[src/rtl/line_position_estimator_unit_macros.svh]
// Assertion macros for the line position estimator.
// The assertions are dropped from synthesis builds.
`ifndef LINE_POSITION_ESTIMATOR_UNIT_MACROS_SVH
`define LINE_POSITION_ESTIMATOR_UNIT_MACROS_SVH
`ifndef SYNTHESIS
// Check that cons holds in the same cycle as ante.
`define LPE_ASSERT_IMPLY(lbl, ante, cons) \
  lbl: assert property (@(posedge clk) disable iff (!rst_n) (ante) |-> (cons)) \
    else $error("line position estimator: assertion failed");
// Check that cons holds in the cycle after ante.
`define LPE_ASSERT_NEXT(lbl, ante, cons) \
  lbl: assert property (@(posedge clk) disable iff (!rst_n) (ante) |=> (cons)) \
    else $error("line position estimator: assertion failed");
`else
`define LPE_ASSERT_IMPLY(lbl, ante, cons)
`define LPE_ASSERT_NEXT(lbl, ante, cons)
`endif
`endif

[src/rtl/lpe_pkg.sv]
package lpe_pkg;

  function automatic int max2(input int a, input int b);
    max2 = (a > b) ? a : b;
  endfunction

  // Array geometry
  localparam int NUM_SENSORS = 5;
  localparam int RAW_BITS    = 12;

  // Scaling
  localparam int FULL_SCALE = 1000;
  localparam int LVL_BITS   = $clog2(FULL_SCALE + 1);
  localparam int POS_MAX    = (NUM_SENSORS - 1) * FULL_SCALE;
  localparam int POS_BITS   = 12;
  localparam int WT_BITS    = $clog2(POS_MAX + 1);
  localparam int SIDX_BITS  = $clog2(NUM_SENSORS);
  localparam int SUM_BITS   = $clog2(NUM_SENSORS * FULL_SCALE + 1);
  localparam int WSUM_BITS  =
    $clog2(FULL_SCALE * FULL_SCALE * ((NUM_SENSORS * (NUM_SENSORS - 1)) / 2) + 1);

  // Serial divider geometry
  localparam int Q_BITS    = max2($clog2(POS_MAX + 1), LVL_BITS);
  localparam int DIV_W     = max2(max2(WSUM_BITS, RAW_BITS + LVL_BITS), SUM_BITS + Q_BITS - 1);
  localparam int STEP_BITS = $clog2(Q_BITS + 1);

  // Stream and configuration widths
  localparam int ACT_BITS      = 2;
  localparam int IN_TDATA_W    = ((NUM_SENSORS * RAW_BITS + 7) / 8) * 8;
  localparam int OUT_TDATA_W   = ((POS_BITS + 1 + NUM_SENSORS * LVL_BITS + 7) / 8) * 8;
  localparam int THR_BITS      = 10;
  localparam int CFG_ADDR_BITS = 2;
  localparam int CFG_DATA_BITS = 10;

  // Action codes
  localparam logic [ACT_BITS-1:0] ACT_CLEAR   = 2'd0;
  localparam logic [ACT_BITS-1:0] ACT_SAMPLE  = 2'd1;
  localparam logic [ACT_BITS-1:0] ACT_MEASURE = 2'd2;

  // Register indexes
  localparam logic [CFG_ADDR_BITS-1:0] REG_LINE_IS_LIGHT   = 2'd0;
  localparam logic [CFG_ADDR_BITS-1:0] REG_LINE_THRESHOLD  = 2'd1;
  localparam logic [CFG_ADDR_BITS-1:0] REG_NOISE_THRESHOLD = 2'd2;

  localparam int LINE_TH_RESET  = 200;
  localparam int NOISE_TH_RESET = 50;

  typedef logic [RAW_BITS-1:0]                   raw_t;
  typedef logic [NUM_SENSORS-1:0][RAW_BITS-1:0]  raw_vec_t;
  typedef logic [LVL_BITS-1:0]                   lvl_t;
  typedef logic [NUM_SENSORS-1:0][LVL_BITS-1:0]  lvl_vec_t;
  typedef logic [POS_BITS-1:0]                   pos_t;
  typedef logic [WT_BITS-1:0]                    wt_t;
  typedef logic [SIDX_BITS-1:0]                  sidx_t;
  typedef logic [SUM_BITS-1:0]                   sum_t;
  typedef logic [WSUM_BITS-1:0]                  wsum_t;
  typedef logic [Q_BITS-1:0]                     q_t;
  typedef logic [DIV_W-1:0]                      divw_t;
  typedef logic [STEP_BITS-1:0]                  step_t;
  typedef logic [THR_BITS-1:0]                   thr_t;
  typedef logic [OUT_TDATA_W-1:0]                out_tdata_t;

  // Calibration update request
  typedef struct packed {
    logic clear;
    logic sample;
  } cal_op_t;

  // Divider request: num and den are pre-aligned, den shifted to the top quotient bit
  typedef struct packed {
    logic  start;
    step_t steps;
    divw_t num;
    divw_t den;
  } div_req_t;

  typedef struct packed {
    logic done;
    q_t   quo;
  } div_rsp_t;

  // Centroid weight of a sensor: index times full scale
  function automatic wt_t sensor_weight(input sidx_t idx);
    sensor_weight = wt_t'(int'(idx) * FULL_SCALE);
  endfunction

endpackage

[src/rtl/lpe_div.sv]
module lpe_div (
  input  logic              clk,
  input  logic              rst_n,
  input  lpe_pkg::div_req_t req,
  output lpe_pkg::div_rsp_t rsp
);

  lpe_pkg::divw_t rem_r;
  lpe_pkg::divw_t dsr_r;
  lpe_pkg::q_t    quo_r;
  lpe_pkg::step_t cnt_r;
  logic           busy_r;
  logic           done_r;

  logic           ge;
  lpe_pkg::divw_t rem_sub;

  // Trial subtract against the aligned divisor
  always_comb begin
    ge      = rem_r >= dsr_r;
    rem_sub = rem_r - dsr_r;
  end

  // Control: one quotient bit per cycle, pulse done after the last bit
  always_ff @(posedge clk) begin
    if (!rst_n) begin
      busy_r <= 1'b0;
      done_r <= 1'b0;
    end else begin
      done_r <= 1'b0;
      if (req.start) begin
        busy_r <= 1'b1;
      end else if (busy_r && (cnt_r == lpe_pkg::step_t'(1))) begin
        busy_r <= 1'b0;
        done_r <= 1'b1;
      end
    end
  end

  // Datapath: shift the divisor right, the quotient bits in from the right
  always_ff @(posedge clk) begin
    if (req.start) begin
      rem_r <= req.num;
      dsr_r <= req.den;
      cnt_r <= req.steps;
      quo_r <= '0;
    end else if (busy_r) begin
      if (ge) begin
        rem_r <= rem_sub;
      end
      dsr_r <= dsr_r >> 1;
      quo_r <= {quo_r[lpe_pkg::Q_BITS-2:0], ge};
      cnt_r <= cnt_r - lpe_pkg::step_t'(1);
    end
  end

  assign rsp.done = done_r;
  assign rsp.quo  = quo_r;

endmodule

[src/rtl/lpe_cal.sv]
module lpe_cal (
  input  logic              clk,
  input  logic              rst_n,
  input  lpe_pkg::cal_op_t  op,
  input  lpe_pkg::raw_vec_t raw,
  input  lpe_pkg::sidx_t    sidx,
  output lpe_pkg::raw_t     lo,
  output lpe_pkg::raw_t     hi
);

  lpe_pkg::raw_vec_t min_r;
  lpe_pkg::raw_vec_t max_r;

  // Clear or widen the bounds of every sensor at once
  always_ff @(posedge clk) begin
    if (!rst_n) begin
      for (int i = 0; i < lpe_pkg::NUM_SENSORS; i++) begin
        min_r[i] <= '1;
        max_r[i] <= '0;
      end
    end else if (op.clear) begin
      for (int i = 0; i < lpe_pkg::NUM_SENSORS; i++) begin
        min_r[i] <= '1;
        max_r[i] <= '0;
      end
    end else if (op.sample) begin
      for (int i = 0; i < lpe_pkg::NUM_SENSORS; i++) begin
        if (raw[i] > max_r[i]) begin
          max_r[i] <= raw[i];
        end
        if (raw[i] < min_r[i]) begin
          min_r[i] <= raw[i];
        end
      end
    end
  end

  // Bounds of the sensor under measurement
  assign lo = min_r[sidx];
  assign hi = max_r[sidx];

endmodule

[src/rtl/line_position_estimator_unit.sv]
// Line position estimator for a reflectance sensor array.
// Input stream: in_tuser carries the action (clear, calibration sample,
// measure), in_tdata the raw counts of all sensors. Clear and sample
// transactions update the per-sensor minima and maxima in the cycle they
// are accepted and return nothing; the block is ready again the next cycle.
// A measure transaction returns one output transaction with the position,
// the line-seen flag and the calibrated levels.
// A measure takes each sensor in turn: its level is set directly when
// the raw count lies outside the calibration span and divided out
// otherwise, then accumulated; the centroid may need one more division. Both
// run through one shared restoring divider that produces one quotient bit
// per cycle. in_tready is low while a measure runs. The result sits in an
// output register; a stalled receiver holds it there while the next
// transaction is accepted, and a finished measure waits until the register
// is free. Configuration is written through cfg_we, cfg_addr and cfg_wdata;
// write it only while the block is idle; the block does not enforce this.
// Reset empties the calibration bounds, clears the last position and loads
// the default thresholds; no output is pending after reset.
`include "line_position_estimator_unit_macros.svh"

module line_position_estimator_unit (
  input  logic                                clk,
  input  logic                                rst_n,
  input  logic                                in_tvalid,
  output logic                                in_tready,
  // raw_0 .. raw_(N-1), RAW_BITS each from the lowest bit up, zero padded
  input  logic [lpe_pkg::IN_TDATA_W-1:0]      in_tdata,
  // action
  input  logic [lpe_pkg::ACT_BITS-1:0]        in_tuser,
  output logic                                out_tvalid,
  input  logic                                out_tready,
  // position, line_seen, level_0 .. level_(N-1), from the lowest bit up, zero padded
  output logic [lpe_pkg::OUT_TDATA_W-1:0]     out_tdata,
  input  logic                                cfg_we,
  input  logic [lpe_pkg::CFG_ADDR_BITS-1:0]   cfg_addr,
  input  logic [lpe_pkg::CFG_DATA_BITS-1:0]   cfg_wdata
);

  localparam logic [2:0] S_IDLE  = 3'd0;
  localparam logic [2:0] S_LVL   = 3'd1;
  localparam logic [2:0] S_LWAIT = 3'd2;
  localparam logic [2:0] S_ACC   = 3'd3;
  localparam logic [2:0] S_CEN   = 3'd4;
  localparam logic [2:0] S_CWAIT = 3'd5;
  localparam logic [2:0] S_FIN   = 3'd6;

  logic [2:0] state_r, state_nxt;

  // Configuration
  logic          light_r;
  lpe_pkg::thr_t lth_r;
  lpe_pkg::thr_t nth_r;

  // Measure working set
  lpe_pkg::raw_vec_t raw_r, raw_nxt;
  lpe_pkg::sidx_t    sidx_r, sidx_nxt;
  lpe_pkg::lvl_t     cur_lvl_r, cur_lvl_nxt;
  lpe_pkg::lvl_vec_t lvl_r, lvl_nxt;
  logic              seen_r, seen_nxt;
  lpe_pkg::sum_t     sum_r, sum_nxt;
  lpe_pkg::wsum_t    wsum_r, wsum_nxt;
  lpe_pkg::q_t       pos_r, pos_nxt;
  lpe_pkg::q_t       last_pos_r, last_pos_nxt;

  // Output register
  logic              out_valid_r, out_valid_nxt;
  lpe_pkg::pos_t     out_pos_r, out_pos_nxt;
  logic              out_seen_r, out_seen_nxt;
  lpe_pkg::lvl_vec_t out_lvl_r, out_lvl_nxt;

  lpe_pkg::raw_vec_t in_raw;
  logic              in_acc;
  logic              out_free;
  lpe_pkg::cal_op_t  cal_op;
  lpe_pkg::raw_t     cal_lo;
  lpe_pkg::raw_t     cal_hi;
  lpe_pkg::raw_t     cur_raw;
  lpe_pkg::raw_t     span;
  lpe_pkg::raw_t     diff;
  logic [lpe_pkg::RAW_BITS+lpe_pkg::LVL_BITS-1:0] lvl_num;
  logic              span_bad;
  logic              span_sat;
  lpe_pkg::lvl_t     eff_lvl;
  logic [lpe_pkg::LVL_BITS+lpe_pkg::WT_BITS-1:0]  wprod;
  lpe_pkg::div_req_t div_req;
  lpe_pkg::div_rsp_t div_rsp;

  assign in_raw    = in_tdata[lpe_pkg::NUM_SENSORS*lpe_pkg::RAW_BITS-1:0];
  assign in_tready = (state_r == S_IDLE);
  assign in_acc    = in_tvalid && in_tready;
  assign out_free  = !out_valid_r || out_tready;

  // Calibration updates happen on acceptance
  assign cal_op.clear  = in_acc && (in_tuser == lpe_pkg::ACT_CLEAR);
  assign cal_op.sample = in_acc && (in_tuser == lpe_pkg::ACT_SAMPLE);

  lpe_cal u_cal (
    .clk   (clk),
    .rst_n (rst_n),
    .op    (cal_op),
    .raw   (in_raw),
    .sidx  (sidx_r),
    .lo    (cal_lo),
    .hi    (cal_hi)
  );

  lpe_div u_div (
    .clk   (clk),
    .rst_n (rst_n),
    .req   (div_req),
    .rsp   (div_rsp)
  );

  // Scaling terms of the current sensor
  always_comb begin
    cur_raw  = raw_r[sidx_r];
    span     = cal_hi - cal_lo;
    diff     = cur_raw - cal_lo;
    lvl_num  = diff * lpe_pkg::lvl_t'(lpe_pkg::FULL_SCALE);
    span_bad = (cal_hi <= cal_lo) || (cur_raw <= cal_lo);
    span_sat = cur_raw >= cal_hi;
    eff_lvl  = light_r ? (lpe_pkg::lvl_t'(lpe_pkg::FULL_SCALE) - cur_lvl_r) : cur_lvl_r;
    wprod    = eff_lvl * lpe_pkg::sensor_weight(sidx_r);
  end

  // Sequencer: per-sensor level, accumulate, centroid, hand off
  always_comb begin
    state_nxt     = state_r;
    raw_nxt       = raw_r;
    sidx_nxt      = sidx_r;
    cur_lvl_nxt   = cur_lvl_r;
    lvl_nxt       = lvl_r;
    seen_nxt      = seen_r;
    sum_nxt       = sum_r;
    wsum_nxt      = wsum_r;
    pos_nxt       = pos_r;
    last_pos_nxt  = last_pos_r;
    out_valid_nxt = out_valid_r;
    out_pos_nxt   = out_pos_r;
    out_seen_nxt  = out_seen_r;
    out_lvl_nxt   = out_lvl_r;
    div_req.start = 1'b0;
    div_req.steps = lpe_pkg::step_t'(lpe_pkg::LVL_BITS);
    div_req.num   = lpe_pkg::divw_t'(lvl_num);
    div_req.den   = lpe_pkg::divw_t'({span, {(lpe_pkg::LVL_BITS-1){1'b0}}});

    // Drop the output once taken
    if (out_valid_r && out_tready) begin
      out_valid_nxt = 1'b0;
    end

    case (state_r)
      S_IDLE: begin
        if (in_acc && (in_tuser == lpe_pkg::ACT_MEASURE)) begin
          raw_nxt   = in_raw;
          sidx_nxt  = '0;
          seen_nxt  = 1'b0;
          sum_nxt   = '0;
          wsum_nxt  = '0;
          state_nxt = S_LVL;
        end
      end
      S_LVL: begin
        if (span_bad) begin
          cur_lvl_nxt = '0;
          state_nxt   = S_ACC;
        end else if (span_sat) begin
          cur_lvl_nxt = lpe_pkg::lvl_t'(lpe_pkg::FULL_SCALE);
          state_nxt   = S_ACC;
        end else begin
          div_req.start = 1'b1;
          state_nxt     = S_LWAIT;
        end
      end
      S_LWAIT: begin
        if (div_rsp.done) begin
          cur_lvl_nxt = lpe_pkg::lvl_t'(div_rsp.quo);
          state_nxt   = S_ACC;
        end
      end
      S_ACC: begin
        lvl_nxt[sidx_r] = cur_lvl_r;
        if (eff_lvl > lth_r) begin
          seen_nxt = 1'b1;
        end
        if (eff_lvl > nth_r) begin
          wsum_nxt = wsum_r + lpe_pkg::wsum_t'(wprod);
          sum_nxt  = sum_r + lpe_pkg::sum_t'(eff_lvl);
        end
        if (sidx_r == lpe_pkg::sidx_t'(lpe_pkg::NUM_SENSORS - 1)) begin
          state_nxt = S_CEN;
        end else begin
          sidx_nxt  = sidx_r + lpe_pkg::sidx_t'(1);
          state_nxt = S_LVL;
        end
      end
      S_CEN: begin
        div_req.steps = lpe_pkg::step_t'(lpe_pkg::Q_BITS);
        div_req.num   = lpe_pkg::divw_t'(wsum_r);
        div_req.den   = lpe_pkg::divw_t'({sum_r, {(lpe_pkg::Q_BITS-1){1'b0}}});
        if (!seen_r) begin
          // No line: report the edge on the side it was last seen
          pos_nxt   = (last_pos_r < lpe_pkg::q_t'(lpe_pkg::POS_MAX / 2)) ?
                      '0 : lpe_pkg::q_t'(lpe_pkg::POS_MAX);
          state_nxt = S_FIN;
        end else if (sum_r == '0) begin
          // Nothing above noise: repeat the last position
          pos_nxt   = last_pos_r;
          state_nxt = S_FIN;
        end else begin
          div_req.start = 1'b1;
          state_nxt     = S_CWAIT;
        end
      end
      S_CWAIT: begin
        div_req.steps = lpe_pkg::step_t'(lpe_pkg::Q_BITS);
        if (div_rsp.done) begin
          last_pos_nxt = div_rsp.quo;
          pos_nxt      = div_rsp.quo;
          state_nxt    = S_FIN;
        end
      end
      S_FIN: begin
        if (out_free) begin
          out_valid_nxt = 1'b1;
          out_pos_nxt   = lpe_pkg::pos_t'(pos_r);
          out_seen_nxt  = seen_r;
          out_lvl_nxt   = lvl_r;
          state_nxt     = S_IDLE;
        end
      end
      default: begin
        state_nxt = S_IDLE;
      end
    endcase
  end

  // Control registers
  always_ff @(posedge clk) begin
    if (!rst_n) begin
      state_r     <= S_IDLE;
      out_valid_r <= 1'b0;
      last_pos_r  <= '0;
    end else begin
      state_r     <= state_nxt;
      out_valid_r <= out_valid_nxt;
      last_pos_r  <= last_pos_nxt;
    end
  end

  // Payload registers
  always_ff @(posedge clk) begin
    raw_r      <= raw_nxt;
    sidx_r     <= sidx_nxt;
    cur_lvl_r  <= cur_lvl_nxt;
    lvl_r      <= lvl_nxt;
    seen_r     <= seen_nxt;
    sum_r      <= sum_nxt;
    wsum_r     <= wsum_nxt;
    pos_r      <= pos_nxt;
    out_pos_r  <= out_pos_nxt;
    out_seen_r <= out_seen_nxt;
    out_lvl_r  <= out_lvl_nxt;
  end

  // Configuration writes; unknown indexes are ignored
  always_ff @(posedge clk) begin
    if (!rst_n) begin
      light_r <= 1'b0;
      lth_r   <= lpe_pkg::thr_t'(lpe_pkg::LINE_TH_RESET);
      nth_r   <= lpe_pkg::thr_t'(lpe_pkg::NOISE_TH_RESET);
    end else if (cfg_we) begin
      case (cfg_addr)
        lpe_pkg::REG_LINE_IS_LIGHT:   light_r <= cfg_wdata[0];
        lpe_pkg::REG_LINE_THRESHOLD:  lth_r   <= cfg_wdata[lpe_pkg::THR_BITS-1:0];
        lpe_pkg::REG_NOISE_THRESHOLD: nth_r   <= cfg_wdata[lpe_pkg::THR_BITS-1:0];
        default: begin
        end
      endcase
    end
  end

  assign out_tvalid = out_valid_r;
  assign out_tdata  = lpe_pkg::out_tdata_t'({out_lvl_r, out_seen_r, out_pos_r});

  // Divider results only arrive while the sequencer waits for them
  `LPE_ASSERT_IMPLY(a_div_done_in_wait, div_rsp.done, (state_r == S_LWAIT) || (state_r == S_CWAIT))
  // An accepted measure starts with the first sensor
  `LPE_ASSERT_NEXT(a_measure_starts, in_acc && (in_tuser == lpe_pkg::ACT_MEASURE), (state_r == S_LVL) && (sidx_r == '0))
  // A finished measure lands in the output register
  `LPE_ASSERT_NEXT(a_fin_loads_out, (state_r == S_FIN) && out_free, out_valid_r && (state_r == S_IDLE))
  // A reported position stays within the array
  `LPE_ASSERT_IMPLY(a_pos_in_range, out_valid_r, out_pos_r <= lpe_pkg::pos_t'(lpe_pkg::POS_MAX))

endmodule

[config.mk]
export PLATFORM = sky130hd
export DESIGN_NAME = line_position_estimator_unit
export DESIGN_NICKNAME = d
export VERILOG_FILES = /design/src/rtl/lpe_pkg.sv /design/src/rtl/lpe_div.sv /design/src/rtl/lpe_cal.sv /design/src/rtl/line_position_estimator_unit.sv
export VERILOG_INCLUDE_DIRS = /design/src /design/src/rtl
export SDC_FILE = /design/constraint.sdc
export NUM_CORES = 1
export LEC_CHECK = 0
export BUFFER_PORTS_ARGS = -buffer_cell sky130_fd_sc_hd__buf_2
export CAP_MARGIN = 0
export CORE_AREA = 5 5 285 315
export DETAILED_ROUTE_END_ITERATION = 10
export DIE_AREA = 0 0 290 320
export SYNTH_ARGS = -nofsm -noshare
export SYNTH_HDL_FRONTEND = slang
export SYNTH_SLANG_ARGS = --single-unit
[constraint.sdc]
create_clock -name clk -period 10.3 [get_ports clk]
set_input_delay 0 -clock clk [delete_from_list [all_inputs] [get_ports clk]]
set_output_delay 0 -clock clk [all_outputs]
set_load 0.01 [all_outputs]
Word-level counts from Yosys, hierarchy flattened
Cells that the tools add are included.
W data, S select, Z words.
{"block": "word_totals", "register_bits": 459, "input_bits": 83, "output_inout_bits": 66, "elab_cells": 204}
{"block": "op_classes", "add_sub_neg": 8, "multipliers": 3, "n_lt_le_gt_ge": 19, "n_eq_ne": 21, "n_mux": 61, "bitwise_logic": 1, "reduce_logical": 46}
{"operator": "$mux W24", "n": 7}
{"operator": "$bmux W12 S3", "n": 3}
{"operator": "$mux W12", "n": 7}
{"operator": "$gt A12 B12 Y1", "n": 5}
{"operator": "$lt A12 B12 Y1", "n": 5}
{"operator": "$bwmux W50", "n": 1}
{"operator": "$mux W10", "n": 5}
{"operator": "$mux W48", "n": 1}
{"operator": "$pmux W24 S2", "n": 1}
{"operator": "$reduce_and A2 Y1", "n": 17}
{"operator": "$demux W10 S3", "n": 1}
{"operator": "$mux W3", "n": 10}
{"operator": "$mux W13", "n": 2}
{"operator": "$pmux W13 S2", "n": 1}
{"operator": "$add A24 B22 Y24", "n": 1}
{"operator": "$ge A24 B24 Y1", "n": 1}
{"operator": "$le A12 B12 Y1", "n": 2}
{"operator": "$pmux W12 S2", "n": 1}
{"operator": "$sub A12 B12 Y12", "n": 2}
{"operator": "$sub A24 B24 Y24", "n": 1}
{"operator": "$pmux W3 S7", "n": 1}
{"operator": "$gt A10 B10 Y1", "n": 2}
{"operator": "$pmux W10 S2", "n": 1}
{"operator": "$mul A10 B9 Y19", "n": 1}
{"operator": "other kinds (35)", "n": 80}

Depth between registers and ports, before layout
Gate-level depths: netlist of run 1.
{"block": "logic_depth", "ltp_word": 8, "ltp_mapped": 33, "ltp_nobuf": 31}

Cells and area by module
Synthesis of run 1 repeated with hierarchy kept, for this count alone.
{"block": "hier_totals", "cells_unflattened": 3273, "hier_area_um2": 31650.4}
{"module": "line_position_estimator_unit", "n_inst": 1, "cells_each": 1754, "area_per_inst_um2": 18649.1, "seq_area_each_um2": 7737.4}
{"module": "lpe_cal", "n_inst": 1, "cells_each": 1066, "area_per_inst_um2": 8854.7, "seq_area_each_um2": 2402.3}
{"module": "lpe_div", "n_inst": 1, "cells_each": 453, "area_per_inst_um2": 4146.5, "seq_area_each_um2": 1841.8}

Worst setup path after synthesis of run 1
Ideal clock, no wire load.
{"block": "synth_timing", "path_kind": "reg-to-reg", "startpoint": "register sidx_r[1]", "endpoint": "register wsum_r[21] (data pin)", "setup_ps": 266, "t_arrival_ps": 7765, "t_required_ps": 10034, "path_slack_ps": 2269, "stages_incl_launch_ff": 30, "n_path_buf": 4, "period_less_slack_ps": 8031, "cell_sequence": "edfxtp_1 > clkbuf_1 > clkbuf_1 > clkbuf_1 > inv_1 > ha_1 > ha_1 > fa_1 > inv_1 > fa_1 > clkbuf_1 > nand2b_1 > fa_1 > fa_1 > inv_1 > fa_1 > inv_1 > fa_1 > inv_1 > ha_1 > and3_1 > nand3_1 > and3_1 > or3_1 > xnor2_1 > ha_1 > a2111oi_0 > a32o_1 > xor2_1 > nor2_1"}
{"block": "synth_via", "elab_chain_len": 5}
{"element": "start, declared", "line": "line_position_estimator_unit.sv:56", "text": "lpe_pkg::sidx_t sidx_r, sidx_nxt;"}
{"element": "start signal, assigned", "line": "line_position_estimator_unit.sv:254", "text": "sidx_r <= sidx_nxt;"}
{"element": "$mul A3 B7 Y9", "line": "lpe_pkg.sv:84", "text": "sensor_weight = wt_t'(int'(idx) * FULL_SCALE);"}
{"element": "$mul A10 B9 Y19", "line": "line_position_estimator_unit.sv:123", "text": "wprod = eff_lvl * lpe_pkg::sensor_weight(sidx_r);"}
{"element": "$add A24 B22 Y24", "line": "line_position_estimator_unit.sv:187", "text": "wsum_nxt = wsum_r + lpe_pkg::wsum_t'(wprod);"}
{"element": "$mux W24", "line": "line_position_estimator_unit.sv:186", "text": "if (eff_lvl > nth_r) begin"}
{"element": "$pmux W24 S2", "line": "line_position_estimator_unit.sv:152", "text": "case (state_r)"}
{"element": "end signal, assigned", "line": "line_position_estimator_unit.sv:259", "text": "wsum_r <= wsum_nxt;"}
{"element": "end, declared", "line": "line_position_estimator_unit.sv:61", "text": "lpe_pkg::wsum_t wsum_r, wsum_nxt;"}
No other way between the ends. The select of a mux whose other input is x is not followed.
A chain may end at the register's enable or synchronous reset.

Worst setup path after layout of run 1
{"block": "layout_timing", "startpoint": "register sidx_r[1]", "endpoint": "register wsum_r[23] (data pin)"}
Same word-level chain as after synthesis.

==> results of run 1 <==
sequential cells by signal (all words and copies together) (netlist names), 12 cells and up:
name         cells
last_pos_r      12
u_div.dsr_r     24
u_cal.max_r     60
lvl_r           50
u_div.rem_r     24
out_tdata       50
u_cal.min_r     60
out_pos_r       12
raw_r           60
pos_r           12
wsum_r          21
sum_r           13
u_div.quo_r     12
synth_stat cells, drive strengths merged, types with 12 or more instances:
library cell	number	share of area, %
nand4	32	0.67
xnor2	69	2.0
edfxtp	285	29
clkbuf	65	0.82
buf	30	0.66
and2	26	0.55
a21oi	137	2.3
nor2b	41	0.86
nor3	34	0.59
inv	336	4.2
a31oi	18	0.38
o211ai	77	2.0
a21boi	32	0.82
o21a	28	0.71
a22o	12	0.35
nor2	224	3.0
o21ai	82	1.4
a22oi	15	0.38
a211oi	28	0.74
mux2i	80	2.7
fa	104	7.0
nand3	33	0.55
a21o	53	1.3
xor2	37	1.1
nand2	280	3.5
mux4	35	2.6
dfxtp	171	11
or3	14	0.29
ha	325	14
nand2b	38	0.80
and3	18	0.38
worst max-delay path by stage:
stage                            to  depth (start not counted)  startpoint  slack (ps)
floorplan                wsum_r[21]                         29   sidx_r[1]        2270
finish                   wsum_r[23]                         30   sidx_r[1]        1850
global route        u_div.rem_r[21]                         26   sidx_r[0]        1160
CTS                 u_div.rem_r[21]                         26   sidx_r[0]        1840
detailed placement  u_div.rem_r[21]                         25   sidx_r[0]        1890
global placement         wsum_r[23]                         30   sidx_r[1]        1880
critical path: cells and delay by family, from the launching register on:
family	cells	cell delay, ps
fa+ha+maj	10	3970
simple gates	5	510
compound gates	6	1310
buf+inv	6	600
flops	1	990
xor+xnor	3	780
routing by layer:
layer,up-vias,GRT usage (%)
li1,10600,-
met1,10200,20.4
met2,447,28.1
met3,93,2.11
met4,6,4.16
met5,-,0
per-stage QoR:
step,instance area [um^2],hold WS [ps]
floorplan,29800,98.9
global placement,31900,253
CTS,34500,46.9
global route,34500,67.5
finish,34500,75.8
detailed placement,31900,254
where the power goes:
| group | leakage, nW | switching [mW] | internal, mW | total [mW] |
|---|---|---|---|---|
| clock network | 0.835 | 0.784 | 1.06 | 1.84 |
| registers | 3.98 | 0.0297 | 1.97 | 2.00 |
| logic | 9.98 | 2.42 | 1.93 | 4.35 |
| total | 14.8 | 3.24 | 4.95 | 8.19 |
cell families (layout without fill, tap and decap cells):
kind of cell,after synthesis,after routing
simple gates,773,773
compound gates,561,561
flops,456,456
buf+inv,432,703
fa+ha+maj,429,429
mux,117,117
xor+xnor,106,106
other cells,1,4
area by class of cell:
cell class	instances	area (um^2)	area share, %
flip-flops and latches	456	12000	34.7
well taps	1150	1440	4.17
repair buffers	270	1910	5.53
diodes	3	7.51	0.0218
multi-input cells	1987	16200	46.9
inverters	337	1260	3.67
clock buffers	66	1370	3.98
clock inverters	30	344	0.998
==> metrics, run 1 <==
GRT overflow 0; number of vias per cell 4.97; Setup Slack @ Placement 1890 ps; I/O pin count 149; Clock Tree Buf Depth 3; clock-pin transition on the worst setup and hold timing paths 60 ps; Initial Utilization 34.7%; final setup violating endpoints 0; GP Congestion 0.856; Slowest-stage cell, CP edfxtp_1; type of origin of the critical path flip-flop; CTS Sinks 456; most frequent cells in the layout inv_1, ha_1, edfxtp_1, nand2_1, nor2_1; run status complete, no violations; reg2reg end wsum_r[23]; Tmin final 8450 ps; Syn Area/Cell 10.4 um^2; element type at the critical path end flip-flop; fin nets 3615; vias in the first global route 21400; worst-path fanout max 12; Netlist cell types 76; PD cells 237 mW/mm^2; Hold Buf Count CTS 90; CORE AREA 0.0860 mm^2; DRT Wirelength 74900 um; ys flop type edfxtp_1; DRT iter0 DRCs 1132; Required @ worst endpoint 10670 ps; DIE HEIGHT 320 um; first-pass GRT wire length 119000 um; Fmax achieved 118 MHz; R2R cell count 30; CTS resizes 0; mux cell area share after synthesis 5.41%; largest net degree at the start of global routing 64; Worst-Skew Late Latency 630 ps; port bufs 143; Synth Area in Compound Gates 12.8%; Worst slew margin 25.3%; critical path class reg -> reg; post-synthesis sequential area ratio 40.2%; setup TNS 0 ps; final worst slack 1850 ps; Post-DP HPWL 57500 um; num rows 113; yosys warns 0; first-pass iteration count of the detailed router 5; Post-CTS Setup Repair Bufs 0; final core utilization 40.1%; die area 0.0928 mm^2; met1 wire length 32700 um; Mapped Cells 2875; Data arrival, critical path 8820 ps; Max IR drop VDD 318 uV; DR top layer met5; area grow syn2layout 15.7%; share of cells above drive strength 1 10.9%; mapped cell area 0.0298 mm^2; via count 21400; r2r setup slk 1850 ps; H-tree depth 2; Clock Skew 60.6 ps; Slew @ Worst Pin 1090 ps; Routed met3 length 3290 um; fin cells 4299; CP peak stage delay 990 ps; GR Util All Layers 15.8%; period utilization 82.0%; hold crit path type in -> reg; largest family of logic cells by synthesized area adder cells; EDFF count, synth 285; unrepaired setup endpoints after global routing false; syn_nets 3387; max-cap violations 0; routed length per instance 17.4 um; Final ANT Viol Nets 0; Worst Hold End u_cal.min_r[48]; DR WL met2 37000 um; leakage power 14.8 nW; Tot Pwr 8.19 mW; final hold vios 0; Synth async-reset ratio 0%; Critical R2R Launch sidx_r[1]; simple-gate share of the synthesized area 12.1%; # fillers 8453; clock root buffer clkbuf_16; Die W 290 um; initial antenna violation count 6; CTS buffer count 51; CTS tree yes; WHS Path Cells 3; DP Cell Count 4110; # DRC 0; Adder-Cell Fraction of Synth Area 20.6%; synthesis-stage register bit count 456; commonest non-fill, non-tap cell in the layout inv_1; XOR/XNOR Fraction of Synth Area 3.12%; Slew Viols, Final 0; hold_sp in_tuser[0]
(Power assumes the default switching activity.)
==> inputs of run 2 (changes only) <==
==> constraint.sdc (replaced) <==
create_clock -name clk -period 7.4 [get_ports clk]
set_input_delay 0 -clock clk [delete_from_list [all_inputs] [get_ports clk]]
set_output_delay 0 -clock clk [all_outputs]
set_load 0.01 [all_outputs]
==> run 2 against run 1 <==
Global-route usage up 0.53 points. Combinational power up 62%. Register-to-register slack worse by 1700 ps. Critical path depth down 5. Core utilization up 1.0 points. Sequential share of layout area down 0.85 points. Worst hold slack better by 100 ps. Die area unchanged. Sequential power up 39%. Non-clock buffer count up 66. Via count up 2.8%. Worst setup slack worse by 1700 ps.
==> metrics, run 2 (synthesis gave the netlist of run 1 again) <==
via count 22000 (+2.8%); top flop regs raw_r x60, u_cal.max_r x60, u_cal.min_r x60; routed length per instance 17.9 um (+2.7%); Tmin final 7200 ps (-1250 ps); sequential fraction of design power 22.5% (-1.9 points); r2r setup slk 200 ps (-1650 ps); largest net degree at the start of global routing 64 (unchanged); Slew Viols, Final 0 (unchanged); WP buf/inv 5 (-1); Fin Hold WS 176 ps (+100 ps); Die W 290 um (unchanged); Tot Pwr 12.3 mW (+51%); I/O pin count 149 (unchanged); Clock Tree Buf Depth 3 (unchanged); critical path class reg -> reg; final instance area 0.0354 mm^2 (+2.5%); most frequent cells in the layout inv_1, ha_1, edfxtp_1, nand2_1, nor2_1; GP Congestion 0.863 (+0.83%); switching power of the nets 4.85 mW (+50%); first-pass iteration count of the detailed router 8 (+3); H-tree depth 2 (unchanged); element type at the critical path end flip-flop; DRT iter0 DRCs 1274 (+13%); DIE HEIGHT 320 um (unchanged); WHS Path Cells 3 (unchanged); Initial Utilization 34.7% (unchanged); Critical path origin sidx_r[0]; first-pass GRT wire length 122000 um (+3.1%); Post-DP HPWL 59800 um (+4.1%); Internal 7.50 mW (+51%); final hold vios 0 (unchanged); Worst-Skew Late Latency 610 ps (-20 ps); type of origin of the critical path flip-flop; leakage power 15.2 nW (+2.6%); CP peak stage delay 690 ps (-300 ps); fin nets 3680 (+1.8%); period utilization 97.3% (+15 points); CTS tree yes; hold crit path type in -> reg; CORE AREA 0.0860 mm^2 (unchanged); combinational share of power 57.0% (+3.9 points); Data arrival, critical path 7550 ps (-1270 ps); R2R cell count 25 (-17%); crit path to wsum_r[21]; Max IR drop VDD 394 uV (+24%); Fmax achieved 139 MHz (+17%); clock root buffer clkbuf_16; area grow syn2layout 18.6%; final setup violating endpoints 0 (unchanged); reg2reg end wsum_r[21]; Critical Path Stages 25 (-17%); num rows 113 (unchanged); clock-pin transition on the worst setup and hold timing paths 70 ps (about the same); DRT Wirelength 78100 um (+4.3%); cell family with most CP delay adder cells; CTS Sinks 456 (unchanged); number of vias per cell 5.03 (+1.3%); Required @ worst endpoint 7750 ps (-2920 ps); Slew @ Worst Pin 1160 ps (+65.4 ps); GRT overflow 0 (unchanged); run status complete, no violations; vias in the first global route 21900 (+2.1%); Worst slew margin 22.8% (-2.5 points); die area 0.0928 mm^2 (unchanged); # fillers 8382 (-0.84%); Post-Place Cell Area 0.0324 mm^2 (+1.7%); Critical R2R Launch sidx_r[0]; GR Util All Layers 16.4% (+0.53 points); Slowest-stage cell, CP fa_2; commonest non-fill, non-tap cell in the layout inv_1; port bufs 143 (unchanged); max-cap violations 0 (unchanged); PD cells 349 mW/mm^2 (+47%); Clock Skew 44.7 ps (-15.9 ps); # DRC 0 (unchanged); worst-path fanout max 8 (-4); share of cells above drive strength 1 14.9% (+4.0 points); initial antenna violation count 7 (+1); switching portion of total power 39.2% (-0.28 points); Clk network pwr share 20.5% (-2.0 points); Final ANT Viol Nets 0 (unchanged); CTS buffer count 50 (-2.0%)
run 2: changes by cell type in the layout (fill, tap and decap cells not counted), sizes merged:
cell / change
dlygate4sd3: -3
clkbuf: -6
diode: +2
bufinv: +1
inv: +1
buf: +69
clkinv: -3
clkinvlp: +5
run 2: power groups by stage:
stage                     combinational, mW  sequential [mW]  clock, mW
after floorplan                        4.91             2.82          0
after global placement                 6.49             2.83          0
after detailed placement               6.52             2.83          0
after CTS                              6.61             2.78       2.59
after global routing                   7.94             2.78       2.71
final                                  7.04             2.78       2.53
run 2: worst register-to-register path: cells and delay by family (launching register included):
family,cells,cell delay (ps)
buf+inv,5,390
xor+xnor,2,280
fa+ha+maj,9,4130
flops,1,500
simple gates,6,1030
compound gates,3,590
run 2: layout make-up:
class	instances	area, um^2	share of cell area (%)
diodes	5	12.5	0.0354
clock buffers	60	1310	3.70
clock inverters	34	363	1.03
inverters	337	1270	3.59
multi-input cells	1987	16500	46.8
flip-flops and latches	456	12000	33.9
well taps	1150	1440	4.07
repair buffers	336	2450	6.93
run 2: timing repair:
action                     CTS  global route
hold endpoints to repair   219             0
resized for setup            1            77
pin swaps                    0            34
setup endpoints to repair    1            17
hold buffers                87             0
setup buffers                0             4
run 2: metrics by stage:
stage	instances	worst slack (ps)	setup TNS [ps]	util, %
after floorplan	2875	-15.8	-15.8	-
after global placement	4175	106	0	37.7
after detailed placement	4175	60.9	0	37.7
after CTS	4356	10.5	0	40.7
after global routing	4362	-44.4	-89.6	41.1
final	4365	201	0	41.1
run 2: worst min path at each step:
stage	endpoint	from	slack, ps
finish	raw_r[56]	in_tuser[1]	180
global route	raw_r[52]	in_tuser[1]	150
CTS	raw_r[52]	in_tuser[1]	130
detailed placement	lth_r[3]	cfg_wdata[3]	260
global placement	lth_r[7]	cfg_wdata[7]	250
floorplan	raw_r[0]	in_tdata[0]	100
run 2: metal layers:
| layer | part of all wire, % | GRT usage [%] |
|---|---|---|
| met2 | 49 | 28.8 |
| met3 | 4.6 | 2.28 |
| met1 | 44 | 21.3 |
| met4 | 2.6 | 4.36 |
| met5 | 0.015 | 0 |
